<file path="src/swet_pkg.sv">
// Shared types and constants for the sliding window event threshold block.
package swet_pkg;

  localparam int STAMP_W     = 48;
  localparam int LIMIT_W     = STAMP_W + 1;
  localparam int COUNT_W     = 7;
  localparam int CLIMIT_W    = 6;
  localparam int WSEC_W      = 16;
  localparam int WMS_W       = 26;
  localparam int CFG_IDX_W   = 1;
  localparam int CFG_DATA_W  = 16;
  localparam int MS_PER_S    = 1000;

  localparam logic [CFG_IDX_W-1:0] REG_COUNT_LIMIT    = 1'b0;
  localparam logic [CFG_IDX_W-1:0] REG_WINDOW_SECONDS = 1'b1;

  typedef logic [STAMP_W-1:0]        stamp_t;
  typedef logic signed [LIMIT_W-1:0] limit_t;
  typedef logic [COUNT_W-1:0]        count_t;

  typedef struct packed {
    logic   wr;
    logic   in_ring;
    stamp_t stamp;
    limit_t limit;
  } cell_ctrl_t;

endpackage

</file>
<file path="src/swet_cell.sv">
// One ring slot: stored stamp, valid bit and one stage of the count chain.
module swet_cell import swet_pkg::*; (
  input  logic       clk,
  input  logic       rst,
  input  cell_ctrl_t ctrl,
  input  count_t     cnt_in,
  output count_t     cnt_out
);

  stamp_t stamp;
  logic   valid;
  logic   match;

  assign match = valid && ctrl.in_ring && ($signed({1'b0, stamp}) >= ctrl.limit);

  always_ff @(posedge clk) begin
    if (rst) begin
      valid <= 1'b0;
    end else if (ctrl.wr) begin
      valid <= 1'b1;
    end
  end

  always_ff @(posedge clk) begin
    if (ctrl.wr) begin
      stamp <= ctrl.stamp;
    end
    cnt_out <= cnt_in + count_t'(match);
  end

endmodule

</file>
<file path="config.mk">
export PLATFORM = sky130hd
export DESIGN_NAME = swet_cell
export DESIGN_NICKNAME = d
export VERILOG_FILES = /design/src/swet_pkg.sv /design/src/swet_cell.sv
export SDC_FILE = /design/constraint.sdc
export NUM_CORES = 1
export LEC_CHECK = 0
export CAP_MARGIN = 20
export CORE_MARGIN = 1
export CORE_UTILIZATION = 28
export DETAILED_ROUTE_END_ITERATION = 8
export DONT_BUFFER_PORTS = 1
export PLACE_DENSITY_LB_ADDON = 0.25
export SYNTH_ARGS = -nofsm -noshare
export SYNTH_HDL_FRONTEND = slang
export SYNTH_SLANG_ARGS = --single-unit
</file>
<file path="constraint.sdc">
create_clock -name clk -period 3.4 [get_ports clk]
set_input_delay 0.68 -clock clk [delete_from_list [all_inputs] [get_ports clk]]
set_output_delay 0.68 -clock clk [all_outputs]
set_load 0.02 [all_outputs]
</file>
# After elaboration in Yosys (flattened, before gate mapping)
# Cells that the tools add are included.
# word_totals
reg_bits	56
in_bits	108
elab_cells	7
# classes
addsub	1
n_lt_le_gt_ge	1
n_reduce_logical	2
# ops
op	n
greater-or-equal comparator 49 bit	1
adder 7 x 1 -> 7 bit	1
logical AND 1 bit	2

# Logic depth before layout (Yosys ltp)
# Gate-level depths: netlist (run 1).
# logic_depth
word_depth	3
ltp_mapped	12

# Worst setup path after synthesis (run 1)
# OpenSTA, ideal clock, no wires.
# synth_timing
path_kind	input to register
start	in ctrl[32] (netlist bit)
end	reg cnt_out[4]
setup_time_ns	0.118
arrival_time_ns	2.582
slack_ns	0.699
stages	12
n_path_buf	0
path_cell_list	inv_1 > ha_1 > nand4_2 > nor4_4 > inv_2 > a2111oi_4 > nor3_1 > o22ai_2 > ha_1 > ha_1 > nand3_1 > xnor2_1
# synth_via
elab_chain_cells	3
# synth_rtl
item	line	source
from (decl)	swet_cell.sv:5	input cell_ctrl_t ctrl,
greater-or-equal comparator 49 bit	swet_cell.sv:14	assign match = valid && ctrl.in_ring && ($signed({1'b0, stamp}) >= ctrl.limit);
logical AND 1 bit	swet_cell.sv:14	
adder 7 x 1 -> 7 bit	swet_cell.sv:28	cnt_out <= cnt_in + count_t'(match);
to (signal assigned)	swet_cell.sv:28	
to (decl)	swet_cell.sv:7	output count_t cnt_out
# Every way passes these cells.
# A chain may end at the register's enable or synchronous reset.

# Worst setup path in the final report (run 1)
# layout_timing
start	reg stamp[30]
end	reg cnt_out[4]
# layout_via
elab_chain_cells	3
# layout_rtl
item	line	source
from (decl)	swet_cell.sv:10	stamp_t stamp;
from (signal assigned)	swet_cell.sv:26	stamp <= ctrl.stamp;
greater-or-equal comparator 49 bit	swet_cell.sv:14	
logical AND 1 bit	swet_cell.sv:14	
adder 7 x 1 -> 7 bit	swet_cell.sv:28	
# Every way passes these cells.

==> results of run 1 <==
[worst max-delay path: cells and delay by family, from the launching register on]
kind / cells / cell delay [ns]
AO/OA/AOI/OAI: 5 / 0.96
adder cells (fa/ha/maj): 3 / 0.78
flip-flops: 1 / 0.39
AND/OR/NAND/NOR: 2 / 0.36
XOR/XNOR: 1 / 0.11
[layer usage]
layer	up-vias	part of all wire [%]
met5	-	0.23
met4	2	1.3
met3	10	8.6
met2	73	46
met1	811	44
li1	889	-
[cell families (layout without fill, tap and decap cells)]
group                    Yosys count  after routing  share of synthesized area, %
AND/OR/NAND/NOR                   41             41                          8.13
flip-flops                        56             56                          53.6
AO/OA/AOI/OAI                     40             40                          9.30
adder cells (fa/ha/maj)           50             50                          20.9
buffers and inverters             52             61                          6.54
XOR/XNOR                           5              5                          1.47
[cell usage after synthesis, types with 4 or more instances]
cell type / instances / area, um^2
sky130_fd_sc_hd__ha_1: 50 / 626
sky130_fd_sc_hd__nor2_1: 6 / 22.5
sky130_fd_sc_hd__o21ai_0: 4 / 20.0
sky130_fd_sc_hd__a21oi_1: 16 / 80.1
sky130_fd_sc_hd__nand4_1: 9 / 56.3
sky130_fd_sc_hd__edfxtp_1: 48 / 1440
sky130_fd_sc_hd__xnor2_1: 4 / 35.0
sky130_fd_sc_hd__a21o_1: 7 / 52.6
sky130_fd_sc_hd__inv_1: 51 / 191
sky130_fd_sc_hd__nand3_1: 7 / 35.0
sky130_fd_sc_hd__nand2_1: 9 / 33.8
sky130_fd_sc_hd__dfxtp_1: 8 / 160
[power by group through the flow]
| stage | Clock, W | Sequential [W] | Combinational [W] |
|---|---|---|---|
| 2_1_floorplan | 0 | 0.000838 | 0.000141 |
| 3_3_place_gp | 0 | 0.000845 | 0.000172 |
| 3_5_place_dp | 0 | 0.000845 | 0.000176 |
| 4_1_cts | 0.000412 | 0.000829 | 0.000177 |
| 5_1_grt | 0.000430 | 0.000834 | 0.000206 |
| 6_report | 0.000386 | 0.000828 | 0.000173 |
[registers in the layout, summed over array words and instances (netlist names)]
| register | flops |
|---|---|
| cnt_out | 7 |
| stamp | 48 |
| valid | 1 |
[path summary, 6_finish.rpt]
check / endpoint / startpoint
setup reg to reg: cnt_out[4] / stamp[30]
hold / removal: valid / rst
setup / recovery: cnt_out[4] / stamp[30]
hold reg to reg: valid / valid
[through the flow]
step / setup WS [ns] / power, W
4_1_cts: 0.648 / 0.00142
5_1_grt: 0.467 / 0.00147
3_3_place_gp: 0.359 / 0.00102
6_report: 0.714 / 0.00139
2_1_floorplan: 0.699 / 0.000979
3_5_place_dp: 0.332 / 0.00102
[cell type report]
type / instances / area [um^2] / share of cell area (%)
clock buffer: 7 / 86.3 / 2.65
clock inverter: 1 / 7.51 / 0.230
inverter: 52 / 195 / 5.99
multi-input combinational: 136 / 1190 / 36.5
sequential: 56 / 1600 / 49.2
tap: 136 / 170 / 5.22
timing repair buffer: 1 / 7.51 / 0.230
==> run summary, run 1 <==
## Detailed routing
• 0 — DRC viols
• 5680 um — final routed wirelength across all metal layers
• 4.59 — number of vias per cell
• 4 — total iterations of the first detailed-routing run
• 1,785 — number of vias in the routed layout
• 14.6 um — average routed wire per standard cell
• 28 — violation count after the first detailed-routing iteration
• 0 — number of nets still failing antenna checks after routing

## GRT
• 1 — number of antenna violations at the first check in global routing
• 1,866 — vias in the first global route
• met2 — global routing's busiest layer
• 8830 um — first-pass GRT wire length
• 50 — largest net degree at the start of global routing
• 17.4% — met2 capacity usage during global routing
• 0 — remaining global-route overflow
• 10.6% — overall global routing resource usage
• 12.3% — met1 track demand over resource in global routing
• 4.82% — met3 track demand over resource in global routing

## Cells and area
• 1,046 — filler instances
• 9.09% — area delta synth->final
• 0 — ant diodes
• sky130_fd_sc_hd__inv_1 — commonest non-fill, non-tap cell in the layout
• 6.32% — ratio of cells with drive above 1 in the final layout
• 31.6% — core utilization of the finished layout
• 389 — final instance count without filler cells
• sky130_fd_sc_hd__inv_1, sky130_fd_sc_hd__ha_1, sky130_fd_sc_hd__edfxtp_1 — leading cell types in the layout, fill and taps excluded
• 410 — net total in the final layout
• 3260 um^2 — final instance area

## Critical path
• 3 — highest net fanout along the worst path
• ha_1 -> a21o_1 -> a21o_1 -> a221oi_1 -> o31ai_1 -> nor3_1 -> o22ai_2 -> ha_1 -> ha_1 -> nand3_1 -> xnor2_1 — list of cells traversed by the critical path
• 3.65 ns — required time reported for the critical path endpoint
• sky130_fd_sc_hd__edfxtp_1 — Slowest cell on crit path
• flop — Critical Path Start Type
• 0.71 ns — flop-to-flop setup slack
• flop — Setup crit end kind
• sky130_fd_sc_hd__ha_1 — most prevalent standard cell on the critical path
• 2.94 ns — WP data arrival
• 0.39 ns — biggest cell delay along the critical path
• reg -> reg — Setup Crit Path Kind
• 11 — cell depth of the worst flop-to-flop path

## Clock network
• 0.31 ns — Clk Latency, worst-skew pair
• 2 — H-tree levels
• 56 — sinks on the clock net
• sky130_fd_sc_hd__clkbuf_8 — root buffer selected by CTS
• 0 — Post-CTS Hold Fix Bufs
• 0 — post-CTS setup buffer count
• 5 — CTS Buf Count
• 0 — count of instances resized after the clock tree is built
• 0.10 ns — register clock-pin slew on the reported worst setup and hold paths
• built — CTS tree
• 2 — buffer levels on the longest clock path

## Flow run
• 0 — total of max-cap violations

## Floorplan
• 105 um — width of the die
• 37 — Cell Rows
• 10,300 um^2 — area of the core
• 115 — top-level port count
• 28.9% — Initial Utilization
• 105 um — die height
• 11,100 um^2 — Die Outline Area

## Placed design
• 3160 um^2 — Cell Area, Placed
• 0.747 — RePlAce Congestion
• 0 — count of input and output buffers
• 4560 um — estimated wirelength of the detail-placed design
• 381 — post-placement cell count

## Synth
• 244 — post-synthesis cell count
• sky130_fd_sc_hd__edfxtp_1 — most instantiated flip-flop cell in the synthesis netlist
• 53.6% — share of synthesized area occupied by flip-flops and latches
• 56 — register bit count reported by yosys
• 0 — Yosys warning count
• 48 — count of flip-flops with a built-in enable after synthesis
• 2990 um^2 — area of the mapped netlist
• 0% — asr flop ratio synth
• 12.2 um^2 — Post-Syn Area per Cell
• 402 — total nets after synthesis
• 29 — number of distinct library cell variants in the gate-level netlist after synthesis

## Timing
• 0 ns — Fin Setup TNS
• 2.69 ns — Tmin final
• 0.00907 ns — Setup Skew
• 372 MHz — Max Freq
• 76.0% — headroom to the max-slew limit
• 0.417 ns — Hold WS
• 79.0% — share of the clock period used by the worst path after layout
• false — unrepaired setup endpoints after global routing
• 0.357 ns — slew at the pin with the worst max-slew slack
• 0 — fin. max-slew vios
• 0 — setup violation total in the final timing report
• 0 — final number of hold-violating endpoints

## Power and ir drop
• 426 nW/um^2 — pwr dens
• 0.00105 W — Internal Dissipation
• 0.000339 W — net switching power
• 24.4% — switch share
• 59.7% — sequential fraction of design power
• 1.46 nW — leakage power summed over all cells
• 27.9% — relative contribution of the clock network to total power
• 12.5% — proportion of power drawn by combinational gates
• 0.000187 V — maximum vdd drop

## Hold path
• in -> reg — class of the tightest hold or removal check
• 1 — number of cells on the worst hold path

## Run status
• complete, no violations — status

Note: power is estimated with default switching activity, not from simulation.
==> inputs of run 2 (changes only) <==
==> constraint.sdc (replaced) <==
create_clock -name clk -period 2.3 [get_ports clk]
set_input_delay 0.46 -clock clk [delete_from_list [all_inputs] [get_ports clk]]
set_output_delay 0.46 -clock clk [all_outputs]
set_load 0.02 [all_outputs]
==> run summary, run 2 (same netlist as run 1, synthesis figures left out) <==
## Power and ir drop
• 1.53 nW — leakage power summed over all cells, +4.5%
• 592 nW/um^2 — pwr dens, +39%
• 0.000345 V — maximum vdd drop, +84%

## Floorplan
• 37 — Cell Rows, unchanged
• 105 um — die height, unchanged
• 115 — top-level port count, unchanged
• 11,100 um^2 — Die Outline Area, unchanged
• 28.9% — Initial Utilization, unchanged
• 105 um — width of the die, unchanged
• 10,300 um^2 — area of the core, unchanged

## Cells and area
• 20.0% — area delta synth->final
• 1,037 — filler instances, -0.86%
• 3580 um^2 — final instance area, +10%
• 21.4% — ratio of cells with drive above 1 in the final layout, +15 points
• 1600 um^2 — Reg area, unchanged
• sky130_fd_sc_hd__edfxtp_1, sky130_fd_sc_hd__inv_1, sky130_fd_sc_hd__ha_1 — leading cell types in the layout, fill and taps excluded
• stamp x48, cnt_out x7, valid x1 — Largest regs
• 48 — flip-flop count of the largest register, all copies and words added, unchanged
• stamp — register name with the most flops
• sky130_fd_sc_hd__edfxtp_1 — commonest non-fill, non-tap cell in the layout
• 403 — final instance count without filler cells, +3.6%
• 1410 um^2 — total area of multi-input combinational cells, +19%
• 423 — net total in the final layout, +3.2%

## GRT
• 11.1% — overall global routing resource usage, +0.44 points
• 50 — largest net degree at the start of global routing, unchanged
• 1 — number of antenna violations at the first check in global routing, unchanged
• 1,941 — vias in the first global route, +4.0%
• 9110 um — first-pass GRT wire length, +3.1%
• 0 — remaining global-route overflow, unchanged

## Timing
• 0.00595 ns — Setup Skew, -0.00312 ns
• 105% — share of the clock period used by the worst path after layout, +26 points
• true — unrepaired setup endpoints after global routing
• 2.42 ns — Tmin final, -0.265 ns
• 0 — fin. max-slew vios, unchanged
• 77.7% — headroom to the max-slew limit, +1.7 points
• -0.121 ns — PnR worst setup slack, -0.835 ns
• 413 MHz — Max Freq, +11%
• 0.332 ns — slew at the pin with the worst max-slew slack, -0.0256 ns
• 0 — final number of hold-violating endpoints, unchanged
• 5 — setup violation total in the final timing report, +5

## Clock network
• 2 — buffer levels on the longest clock path, unchanged
• 56 — sinks on the clock net, unchanged
• sky130_fd_sc_hd__clkbuf_8 — root buffer selected by CTS
• 2 — H-tree levels, unchanged
• 5 — CTS Buf Count, unchanged
• built — CTS tree
• 0.32 ns — Clk Latency, worst-skew pair, about the same
• 0.10 ns — register clock-pin slew on the reported worst setup and hold paths, about the same

## Placed design
• 394 — post-placement cell count, +3.4%
• 4620 um — estimated wirelength of the detail-placed design, +1.4%
• 3440 um^2 — Cell Area, Placed, +8.8%
• 0.727 — RePlAce Congestion, -2.7%
• 0 — count of input and output buffers, unchanged

## Hold path
• in -> reg — class of the tightest hold or removal check
• 1 — number of cells on the worst hold path, unchanged

## Detailed routing
• 14.2 um — average routed wire per standard cell, -2.9%
• 4.49 — number of vias per cell, -2.2%
• 1,809 — number of vias in the routed layout, +1.3%
• 5710 um — final routed wirelength across all metal layers, +0.63%
• 38 — violation count after the first detailed-routing iteration, +36%
• 0 — DRC viols, unchanged
• 4 — total iterations of the first detailed-routing run, unchanged
• 0 — number of nets still failing antenna checks after routing, unchanged

## Critical path
• 2.51 ns — required time reported for the critical path endpoint, -1.14 ns
• 2.63 ns — WP data arrival, -0.31 ns
• reg -> reg — Setup Crit Path Kind
• flop — Critical Path Start Type
• flop — Setup crit end kind
• 3 — highest net fanout along the worst path, unchanged
• 11 — cell depth of the worst flop-to-flop path, unchanged

## Flow run
• 0 — total of max-cap violations, unchanged

## Run status
• negative setup slack — violations in the final reports
• finished with violations — status

[run 2: cell types whose count changed in the layout (fill, tap and decap cells not counted), moves of 3 or more]
cell / change
sky130_fd_sc_hd__inv_1: -8
sky130_fd_sc_hd__buf_4: +13
sky130_fd_sc_hd__ha_1: -12
sky130_fd_sc_hd__ha_4: +12
sky130_fd_sc_hd__inv_2: +7
sky130_fd_sc_hd__nand3_2: +3
sky130_fd_sc_hd__nand3_1: -3
[run 2: per-layer routing]
| metal | part of all wire, % | GRT usage [%] | up-vias |
|---|---|---|---|
| li1 | - | - | 918 |
| met1 | 41 | 11.6 | 822 |
| met2 | 51 | 19.4 | 62 |
| met3 | 6.7 | 4.14 | 7 |
| met4 | 1.8 | 5.43 | 0 |
| met5 | 0 | 0 | - |
[run 2: power by group]
group	internal, W	leakage (nW)	switching [W]
clock network	0.000247	0.0455	0.000315
logic	0.000168	0.947	0.000163
registers	0.00119	0.537	0.0000406
total	0.00160	1.53	0.000519
[run 2: worst paths after layout]
path / from / end / slack [ns]
worst max-delay path: stamp[30] / cnt_out[5] / -0.12
worst min-delay path: rst / valid / 0.20
worst max register to register: stamp[30] / cnt_out[5] / -0.12
worst min register to register: valid / valid / 0.49
[run 2: worst max-delay path, stage by stage (launching register included)]
cell and delay, ns:
sky130_fd_sc_hd__edfxtp_1 0.40, sky130_fd_sc_hd__ha_1 0.35, sky130_fd_sc_hd__nand4_4 0.13, sky130_fd_sc_hd__nor4_4 0.37, sky130_fd_sc_hd__inv_2 0.10, sky130_fd_sc_hd__a2111oi_4 0.22
sky130_fd_sc_hd__nor3_2 0.10, sky130_fd_sc_hd__o22ai_2 0.15, sky130_fd_sc_hd__ha_4 0.17, sky130_fd_sc_hd__buf_4 0.11, sky130_fd_sc_hd__nand3_1 0.09, sky130_fd_sc_hd__xnor2_1 0.13
[run 2: per-stage QoR]
stage	hold WS, ns	setup WS, ns	util [%]	power [W]	TNS, ns
after global routing	0.175	-0.329	34.7	0.00227	-1.67
final	0.203	-0.121	34.7	0.00212	-0.488
after global placement	0.452	-0.361	33.4	0.00157	-1.87
after floorplan	0.438	-0.0349	-	0.00148	-0.0738
after detailed placement	0.471	-0.360	33.4	0.00158	-1.86
after CTS	0.176	-0.202	34.6	0.00218	-0.927
[run 2: layout make-up]
type                    count  share of cell area [%]
flip-flops and latches     56                    44.7
multi-input cells         136                    39.4
inverters                  52                    5.66
well taps                 136                    4.75
repair buffers             14                    2.93
clock buffers               8                    2.51
diodes                      1                  0.0698
[run 2: what timing repair did]
item                                    4_1_cts  5_1_grt
hold buffers                                  0        0
pin swaps                                    13        2
buffers inserted                              0        0
endpoints found under the setup margin        6        7
gates resized for setup                       8        1
